<file path="src/sv/fifo_with_delete_by_value_macros.svh">
// assertion macros used by the queue datapath
`ifndef FIFO_WITH_DELETE_BY_VALUE_MACROS_SVH
`define FIFO_WITH_DELETE_BY_VALUE_MACROS_SVH

// same-cycle implication, sampled on clk, off during reset
`define FWDBV_ASSERT_IMP(lbl, ante, cons, msg) \
  lbl: assert property (@(posedge clk) disable iff (!rst_n) (ante) |-> (cons)) \
    else $error(msg);

// next-cycle implication, sampled on clk, off during reset
`define FWDBV_ASSERT_NXT(lbl, ante, cons, msg) \
  lbl: assert property (@(posedge clk) disable iff (!rst_n) (ante) |=> (cons)) \
    else $error(msg);

`endif

</file>
<file path="src/sv/fwdbv_pkg.sv">
// types and codes shared by the queue controller and datapath
`timescale 1ns / 1ps

package fwdbv_pkg;

  localparam int DATA_W  = 32;
  localparam int COUNT_W = 5;

  localparam logic CMD_APPEND = 1'b0;
  localparam logic CMD_REMOVE = 1'b1;

  typedef enum logic [1:0] {
    ST_OK       = 2'd0,
    ST_FULL     = 2'd1,
    ST_EMPTY    = 2'd2,
    ST_NOTFOUND = 2'd3
  } status_t;

  typedef enum logic [1:0] {
    RD_IDX  = 2'd0,
    RD_NEXT = 2'd1,
    RD_HEAD = 2'd2
  } rd_src_t;

  typedef enum logic {
    WR_APPEND = 1'b0,
    WR_SHIFT  = 1'b1
  } wr_src_t;

  typedef struct packed {
    logic    ld_in;
    logic    wr_en;
    wr_src_t wr_src;
    logic    rd_en;
    rd_src_t rd_src;
    logic    clr_idx;
    logic    inc_idx;
    logic    inc_occ;
    logic    dec_occ;
    logic    st_ld;
    status_t st_code;
    logic    ld_out;
  } ctl_cmd_t;

  typedef struct packed {
    logic is_remove;
    logic full;
    logic empty;
    logic match;
    logic last;
  } dp_stat_t;

endpackage

</file>
<file path="src/sv/fifo_with_delete_by_value.sv">
// ordered queue with append and delete-first-match, top level
//
//  channel  | ports                                  | beat taken when
//  ---------+----------------------------------------+--------------------
//  command  | start, busy, in_cmd, in_value          | start && !busy
//  result   | out_valid, out_status, out_count,      | out_valid (1 cycle)
//           | out_front_valid, out_front_value       |
//
// one beat at a time; entries live in a ram with one write and one registered read port
// append, or remove on an empty queue: strobe follows dispatch, head read and head capture
// remove: each entry is read then compared; on a hit each later entry is read then moved down
// busy stays high until the strobe cycle, in which the next command may already be taken
// rst_n clears occupancy and control; ram contents need no clearing; results are never held off
`timescale 1ns / 1ps

module fifo_with_delete_by_value
  import fwdbv_pkg::*;
#(
  parameter int DEPTH = 16
) (
  input  logic                     clk,
  input  logic                     rst_n,
  input  logic                     start,
  output logic                     busy,
  input  logic                     in_cmd,
  input  logic signed [DATA_W-1:0] in_value,
  output logic                     out_valid,
  output logic [1:0]               out_status,
  output logic [COUNT_W-1:0]       out_count,
  output logic                     out_front_valid,
  output logic signed [DATA_W-1:0] out_front_value
);

  ctl_cmd_t cmd;
  dp_stat_t stat;

  fwdbv_ctrl u_ctrl (
    .clk   (clk),
    .rst_n (rst_n),
    .start (start),
    .busy  (busy),
    .stat  (stat),
    .cmd   (cmd)
  );

  fwdbv_dp #(
    .DEPTH (DEPTH)
  ) u_dp (
    .clk             (clk),
    .rst_n           (rst_n),
    .in_cmd          (in_cmd),
    .in_value        (in_value),
    .cmd             (cmd),
    .stat            (stat),
    .out_valid       (out_valid),
    .out_status      (out_status),
    .out_count       (out_count),
    .out_front_valid (out_front_valid),
    .out_front_value (out_front_value)
  );

endmodule

</file>
<file path="src/sv/fwdbv_ram.sv">
// generic single-write, single-read ram with registered read data
`timescale 1ns / 1ps

module fwdbv_ram #(
  parameter int WIDTH = 32,
  parameter int DEPTH = 16
) (
  input  logic                                       clk,
  input  logic                                       we,
  input  logic [((DEPTH > 1) ? $clog2(DEPTH) : 1)-1:0] waddr,
  input  logic [WIDTH-1:0]                           wdata,
  input  logic                                       re,
  input  logic [((DEPTH > 1) ? $clog2(DEPTH) : 1)-1:0] raddr,
  output logic [WIDTH-1:0]                           rdata
);

  logic [WIDTH-1:0] mem [DEPTH];

  always_ff @(posedge clk) begin
    if (we) begin
      mem[waddr] <= wdata;
    end
    if (re) begin
      rdata <= mem[raddr];
    end
  end

endmodule

</file>
<file path="src/sv/fwdbv_dp.sv">
// queue datapath: entry ram, occupancy, scan index, status and result registers
`timescale 1ns / 1ps
`include "fifo_with_delete_by_value_macros.svh"

module fwdbv_dp
  import fwdbv_pkg::*;
#(
  parameter int DEPTH = 16
) (
  input  logic                     clk,
  input  logic                     rst_n,
  input  logic                     in_cmd,
  input  logic signed [DATA_W-1:0] in_value,
  input  ctl_cmd_t                 cmd,
  output dp_stat_t                 stat,
  output logic                     out_valid,
  output logic [1:0]               out_status,
  output logic [COUNT_W-1:0]       out_count,
  output logic                     out_front_valid,
  output logic signed [DATA_W-1:0] out_front_value
);

  localparam int AW = (DEPTH > 1) ? $clog2(DEPTH) : 1;
  localparam int OW = $clog2(DEPTH + 1);
  localparam int IW = OW + 1;
  localparam int CW = (OW > COUNT_W) ? OW : COUNT_W;

  logic                     cmd_r;
  logic [DATA_W-1:0]        val_r;
  logic [OW-1:0]            occ_r;
  logic [AW-1:0]            idx_r;
  status_t                  st_r;
  logic                     out_vld_r;
  status_t                  out_st_r;
  logic [COUNT_W-1:0]       out_cnt_r;
  logic                     out_fv_r;
  logic signed [DATA_W-1:0] out_fval_r;

  logic              we;
  logic [AW-1:0]     waddr;
  logic [DATA_W-1:0] wdata;
  logic [AW-1:0]     raddr;
  logic [DATA_W-1:0] rdata;
  logic [CW-1:0]     occ_ext;

  always_comb begin
    unique case (cmd.rd_src)
      RD_IDX:  raddr = idx_r;
      RD_NEXT: raddr = idx_r + AW'(1);
      RD_HEAD: raddr = '0;
      default: raddr = '0;
    endcase
  end

  always_comb begin
    we = cmd.wr_en;
    unique case (cmd.wr_src)
      WR_APPEND: begin
        waddr = occ_r[AW-1:0];
        wdata = val_r;
      end
      WR_SHIFT: begin
        waddr = idx_r;
        wdata = rdata;
      end
      default: begin
        waddr = idx_r;
        wdata = rdata;
      end
    endcase
  end

  fwdbv_ram #(
    .WIDTH (DATA_W),
    .DEPTH (DEPTH)
  ) u_ram (
    .clk   (clk),
    .we    (we),
    .waddr (waddr),
    .wdata (wdata),
    .re    (cmd.rd_en),
    .raddr (raddr),
    .rdata (rdata)
  );

  assign stat.is_remove = (cmd_r == CMD_REMOVE);
  assign stat.full      = (occ_r == OW'(DEPTH));
  assign stat.empty     = (occ_r == '0);
  assign stat.match     = (rdata == val_r);
  assign stat.last      = ((IW'(idx_r) + IW'(1)) >= IW'(occ_r));

  assign occ_ext = CW'(occ_r);

  always_ff @(posedge clk) begin
    if (cmd.ld_in) begin
      cmd_r <= in_cmd;
      val_r <= in_value;
    end
    if (cmd.st_ld) begin
      st_r <= cmd.st_code;
    end
    if (cmd.ld_out) begin
      out_st_r   <= st_r;
      out_cnt_r  <= occ_ext[COUNT_W-1:0];
      out_fv_r   <= !stat.empty;
      out_fval_r <= stat.empty ? '0 : $signed(rdata);
    end
  end

  always_ff @(posedge clk) begin
    if (!rst_n) begin
      occ_r     <= '0;
      idx_r     <= '0;
      out_vld_r <= 1'b0;
    end else begin
      out_vld_r <= cmd.ld_out;
      if (cmd.inc_occ) begin
        occ_r <= occ_r + OW'(1);
      end else if (cmd.dec_occ) begin
        occ_r <= occ_r - OW'(1);
      end
      if (cmd.clr_idx) begin
        idx_r <= '0;
      end else if (cmd.inc_idx) begin
        idx_r <= idx_r + AW'(1);
      end
    end
  end

  assign out_valid       = out_vld_r;
  assign out_status      = out_st_r;
  assign out_count       = out_cnt_r;
  assign out_front_valid = out_fv_r;
  assign out_front_value = out_fval_r;

  `FWDBV_ASSERT_IMP(a_occ_bound, 1'b1, occ_r <= OW'(DEPTH), "occupancy above depth")
  `FWDBV_ASSERT_IMP(a_inc_not_full, cmd.inc_occ, !stat.full, "append into a full queue")
  `FWDBV_ASSERT_IMP(a_dec_not_empty, cmd.dec_occ, !stat.empty, "remove from an empty queue")
  `FWDBV_ASSERT_NXT(a_single_strobe, out_vld_r, !out_vld_r, "result strobe held two cycles")

endmodule

</file>
<file path="src/sv/fwdbv_ctrl.sv">
// queue controller: sequences append, search, gap closing and head readback
`timescale 1ns / 1ps

module fwdbv_ctrl
  import fwdbv_pkg::*;
(
  input  logic     clk,
  input  logic     rst_n,
  input  logic     start,
  output logic     busy,
  input  dp_stat_t stat,
  output ctl_cmd_t cmd
);

  typedef enum logic [7:0] {
    S_IDLE = 8'b0000_0001,
    S_DISP = 8'b0000_0010,
    S_SRD  = 8'b0000_0100,
    S_SCMP = 8'b0000_1000,
    S_SHRD = 8'b0001_0000,
    S_SHWR = 8'b0010_0000,
    S_HRD  = 8'b0100_0000,
    S_HCAP = 8'b1000_0000
  } state_t;

  state_t state_r;
  state_t state_nxt;

  always_comb begin
    state_nxt = state_r;
    cmd       = '0;
    unique case (state_r)
      S_IDLE: begin
        if (start) begin
          cmd.ld_in = 1'b1;
          state_nxt = S_DISP;
        end
      end
      S_DISP: begin
        if (!stat.is_remove) begin
          cmd.st_ld = 1'b1;
          if (stat.full) begin
            cmd.st_code = ST_FULL;
          end else begin
            cmd.st_code = ST_OK;
            cmd.wr_en   = 1'b1;
            cmd.wr_src  = WR_APPEND;
            cmd.inc_occ = 1'b1;
          end
          state_nxt = S_HRD;
        end else if (stat.empty) begin
          cmd.st_ld   = 1'b1;
          cmd.st_code = ST_EMPTY;
          state_nxt   = S_HRD;
        end else begin
          cmd.clr_idx = 1'b1;
          state_nxt   = S_SRD;
        end
      end
      S_SRD: begin
        cmd.rd_en  = 1'b1;
        cmd.rd_src = RD_IDX;
        state_nxt  = S_SCMP;
      end
      S_SCMP: begin
        if (stat.match) begin
          cmd.st_ld   = 1'b1;
          cmd.st_code = ST_OK;
          state_nxt   = S_SHRD;
        end else if (stat.last) begin
          cmd.st_ld   = 1'b1;
          cmd.st_code = ST_NOTFOUND;
          state_nxt   = S_HRD;
        end else begin
          cmd.inc_idx = 1'b1;
          state_nxt   = S_SRD;
        end
      end
      S_SHRD: begin
        if (stat.last) begin
          cmd.dec_occ = 1'b1;
          state_nxt   = S_HRD;
        end else begin
          cmd.rd_en  = 1'b1;
          cmd.rd_src = RD_NEXT;
          state_nxt  = S_SHWR;
        end
      end
      S_SHWR: begin
        cmd.wr_en   = 1'b1;
        cmd.wr_src  = WR_SHIFT;
        cmd.inc_idx = 1'b1;
        state_nxt   = S_SHRD;
      end
      S_HRD: begin
        cmd.rd_en  = 1'b1;
        cmd.rd_src = RD_HEAD;
        state_nxt  = S_HCAP;
      end
      S_HCAP: begin
        cmd.ld_out = 1'b1;
        state_nxt  = S_IDLE;
      end
      default: begin
        state_nxt = S_IDLE;
      end
    endcase
  end

  always_ff @(posedge clk) begin
    if (!rst_n) begin
      state_r <= S_IDLE;
    end else begin
      state_r <= state_nxt;
    end
  end

  assign busy = (state_r != S_IDLE);

endmodule

</file>
<file path="config.mk">
export PLATFORM = sky130hd
export DESIGN_NAME = fifo_with_delete_by_value
export DESIGN_NICKNAME = d
export VERILOG_FILES = /design/src/sv/fwdbv_pkg.sv /design/src/sv/fifo_with_delete_by_value.sv /design/src/sv/fwdbv_ram.sv /design/src/sv/fwdbv_dp.sv /design/src/sv/fwdbv_ctrl.sv
export VERILOG_INCLUDE_DIRS = /design/src /design/src/sv
export SDC_FILE = /design/constraint.sdc
export NUM_CORES = 1
export LEC_CHECK = 0
export BUFFER_PORTS_ARGS = -buffer_cell sky130_fd_sc_hd__buf_2
export CORE_MARGIN = 1.5
export CORE_UTILIZATION = 30
export CTS_CLUSTER_SIZE = 10
export DETAILED_ROUTE_END_ITERATION = 7
export PLACE_DENSITY = 0.41
export SLEW_MARGIN = 20
export SYNTH_ARGS = -nofsm -noshare
export SYNTH_HDL_FRONTEND = slang
export SYNTH_HIERARCHICAL = 1
export SYNTH_SLANG_ARGS = --single-unit
</file>
<file path="constraint.sdc">
create_clock -name clk -period 13.2 [get_ports clk]
set_clock_uncertainty 0.2 [all_clocks]
set_input_delay 0.66 -clock clk [delete_from_list [all_inputs] [get_ports clk]]
set_output_delay 0.66 -clock clk [all_outputs]
set_load 0.02 [all_outputs]
</file>
==> impl_metrics.ini <==
[outcome]
outcome = finished clean

[die]
pin_count = 78
rows = 105
die_area_mm2 = 0.0840
core_area_mm2 = 0.0817
fp.dieH_um = 290
die_width_um = 290
start_util = 0.302

[clocking]
cts_inserted_buffers = 77
cts.repair.resized = 0
cts.root.buffer_cell = clkbuf_16
clock-sinks = 637
cts_setup_buffers = 0
htree_num_levels = 3
clockBufferDepth = 3
clk_pin_slew_ns = 0.05
tritoncts = built
postCtsHoldBufs = 14
clk_latency_ns = 0.62

[logic_synthesis]
synthCells = 1190
synth_cell_types = 53
syn_avg_cell_area_um2 = 20.7
synth.top_cell.area_share = 0.753
ys.flop_type = edfxtp_1
ys_ff_latch = 637
yosysTopAreaCell = edfxtp_1
synth_edf_count = 619
ys_seq_area_frac = 0.767
synthArstFlopShare = 0
synth_area_mm2 = 0.0247
synth_area_leaders = edfxtp_1 75%, mux4_2 12%, a22oi_1 1.9%
syn_nets = 1236
ys.warnings.count = 6

[final_layout]
fin_nets = 1383
drive_gt1_frac = 0.283
final_cells = 2444
final_cell_area_mm2 = 0.0288
area_delta_synth_final_pct = 16.7

[sta]
final-max-slew-violation-count = 0
rsz0062_at_grt = no
fmax_mhz = 166
fin_crit_sh = 0.455
fin_setup_tns_ns = 0
setup_viol_count_final = 0
tightest_slew_ns = 1.02
max_slew_margin = 0.317
finalHoldViolCount = 0
min_period_ns = 6.01

[worst_hold_path]
min_from = in_value[16]
hold_depth = 1
hp-class = input pin to register
min_to = u_dp/val_r[16]$_DFFE_PP_

[place]
io_buffers = 77
place_area_mm2 = 0.0265
gp_congestion = 0.725
hpwl_um = 32500
dpl.cell_count = 2314

[routing]
vias = 12000
wl_met1_um = 31200
vias_per_cell = 4.92
top_layer = met4
routedWlPerCell_um = 27.2
wl_met2_um = 31000
drc = 0
met3_length_um = 3120
first_pass_iters = 5
drtIter0Drc = 901
wirelength_um = 66600
final_antenna_net_count = 0

[setup_path]
path_class = register to register
cpMaxStageDelayCell = buf_4
crit_path_start = u_dp/idx_r[0]$_SDFFE_PP0P_
r2r_end = u_dp/u_ram/rdata[26]$_DFFE_PP_
crit_required_ns = 13.35
arrival_ns = 6.16
worstPathMaxFanout = 43
rr_startpoint = u_dp/idx_r[0]$_SDFFE_PP0P_
crit_chain = ha_1, ha_1, a21o_1, a21oi_1, o21ai_0, nor2_1, xnor2_1, nor2_4, buf_4, buf_4, mux4_2, a22oi_1, nand2_1
r2r_slack_ns = 7.19
worst_path_largest_cell_delay_ns = 0.84
reg2regPathDepth = 13
end_kind = register
start_kind = register

[power]
max-vdd-ir-drop_uv = 79.6
p_per_area_mw_per_mm2 = 148
total_power_mw = 4.26
power_leakage_nw = 8.92

[global_route]
grt_use_total = 0.158
grt_start_max_net_pins = 61
grt_pass1_vias = 12500
grt-ovfl-total = 0
grt_pass1_wl_um = 93600
grt_antenna_before_repair = 1

[run]
max-cap-violations = 0
## report_power, final
| group | total [mW] | internal [mW] | switching, mW |
|---|---|---|---|
| Combinational | 0.121 | 0.0324 | 0.0886 |
| Sequential | 2.27 | 2.26 | 0.0136 |
| Clock | 1.86 | 1.07 | 0.791 |
| Total | 4.26 | 3.36 | 0.893 |
## flip-flops by register name (all words and copies together) (netlist names)
register	cells
u_dp/u_ram/mem	512
u_dp/out_front_value	32
u_dp/u_ram/rdata	32
u_dp/val_r	32
u_ctrl/state_r	8
u_dp/occ_ext	5
u_dp/out_count	5
u_dp/idx_r	4
u_dp/out_status	2
u_dp/st_r	2
u_dp/cmd_r	1
u_dp/out_front_valid	1
u_dp/out_valid	1
## layout by cell type, fill, tap and decap left out, types with 5 or more instances in the layout
master | Yosys | routed
nor3_2 | 1 | 5
a22oi_1 | 64 | 64
nand2_1 | 43 | 43
dlygate4sd3_1 | 0 | 14
clkbuf_16 | 0 | 78
ha_1 | 9 | 9
mux4_2 | 128 | 128
nor2_1 | 36 | 20
buf_2 | 11 | 77
nor2_4 | 0 | 16
nor2b_1 | 35 | 33
mux2_2 | 33 | 33
o21ai_0 | 10 | 9
xor2_1 | 41 | 41
nand2b_1 | 7 | 7
clkinv_1 | 0 | 6
a21oi_1 | 6 | 6
dfxtp_1 | 18 | 18
nand4b_1 | 5 | 5
nor4_1 | 10 | 10
inv_1 | 12 | 11
buf_4 | 10 | 30
clkbuf_1 | 19 | 24
edfxtp_1 | 619 | 619
nand3_1 | 7 | 7
## cell families after synthesis
family,synth area share
flip-flops,0.767
adder cells (fa/ha/maj),0.00537
AO/OA/AOI/OAI,0.0266
multiplexers,0.133
AND/OR/NAND/NOR,0.0391
buffers and inverters,0.0130
XOR/XNOR,0.0160
## worst max-delay path by stage
| stage | cells after the start | to | slack [ns] |
|---|---|---|---|
| 2_1_floorplan | 8 | u_dp/u_ram/mem[0][0]$_DFFE_PP_ | 8.26 |
| 3_5_place_dp | 13 | u_dp/u_ram/rdata[16]$_DFFE_PP_ | 6.97 |
| 5_1_grt | 13 | u_dp/u_ram/rdata[22]$_DFFE_PP_ | 6.47 |
| 4_1_cts | 13 | u_dp/u_ram/rdata[11]$_DFFE_PP_ | 6.95 |
| 3_3_place_gp | 13 | u_dp/u_ram/rdata[25]$_DFFE_PP_ | 7.03 |
| 6_report | 13 | u_dp/u_ram/rdata[26]$_DFFE_PP_ | 7.19 |
## critical path: cells and delay by family, from the launching register on
kind            cells  cell delay [ns]
compound gates      4             1.08
xor+xnor            1             0.23
fa+ha+maj           2             0.61
buf+inv             2             1.59
flops               1             0.49
mux                 1             0.58
simple gates        3             0.92
## Yosys cell counts, types with 2 or more instances
| cell | instances |
|---|---|
| mux2_2 | 33 |
| nand3b_1 | 2 |
| a21oi_1 | 6 |
| edfxtp_1 | 619 |
| nand4b_1 | 5 |
| nor2_1 | 36 |
| ha_1 | 9 |
| dfxtp_1 | 18 |
| nor4_4 | 2 |
| xnor2_1 | 4 |
| nor2b_1 | 35 |
| nand2b_1 | 7 |
| mux4_2 | 128 |
| nand2_1 | 43 |
| mux2i_1 | 2 |
| xor2_1 | 41 |
| a22oi_1 | 64 |
| buf_4 | 10 |
| nor3_1 | 7 |
| nor4_1 | 10 |
| o21ai_0 | 10 |
| nor3b_1 | 2 |
| and3_1 | 2 |
| buf_2 | 11 |
| nand3_1 | 7 |
| buf_1 | 10 |
| inv_1 | 12 |
| nand4_1 | 4 |
| buf_6 | 3 |
| a21o_1 | 3 |
| clkbuf_1 | 19 |
| and2_1 | 5 |
## through the flow
| stage | utilization | hold WS, ns | setup slack [ns] |
|---|---|---|---|
| final | 0.353 | 0.0329 | 7.19 |
| after global routing | 0.353 | 0.00418 | 6.47 |
| after CTS | 0.353 | 0.000216 | 6.95 |
| after detailed placement | 0.325 | 0.211 | 6.97 |
| after global placement | 0.325 | 0.213 | 7.03 |
| after floorplan | - | 0.200 | 8.26 |
## area by class of cell
type / count / area, µm²
fillers: 7642 / 52900
flip-flops and latches: 637 / 18900
multi-input cells: 487 / 5590
clock buffers: 102 / 2040
well taps: 1070 / 1340
repair buffers: 121 / 751
clock inverters: 13 / 97.6
inverters: 13 / 48.8
diodes: 1 / 2.50
## per-layer routing
metal / global-route usage / vias up
met5: 0 / -
met4: 0.0421 / 0
met3: 0.0294 / 87
met2: 0.249 / 275
met1: 0.225 / 6507
li1: - / 5165
(Power assumes the default switching activity.)
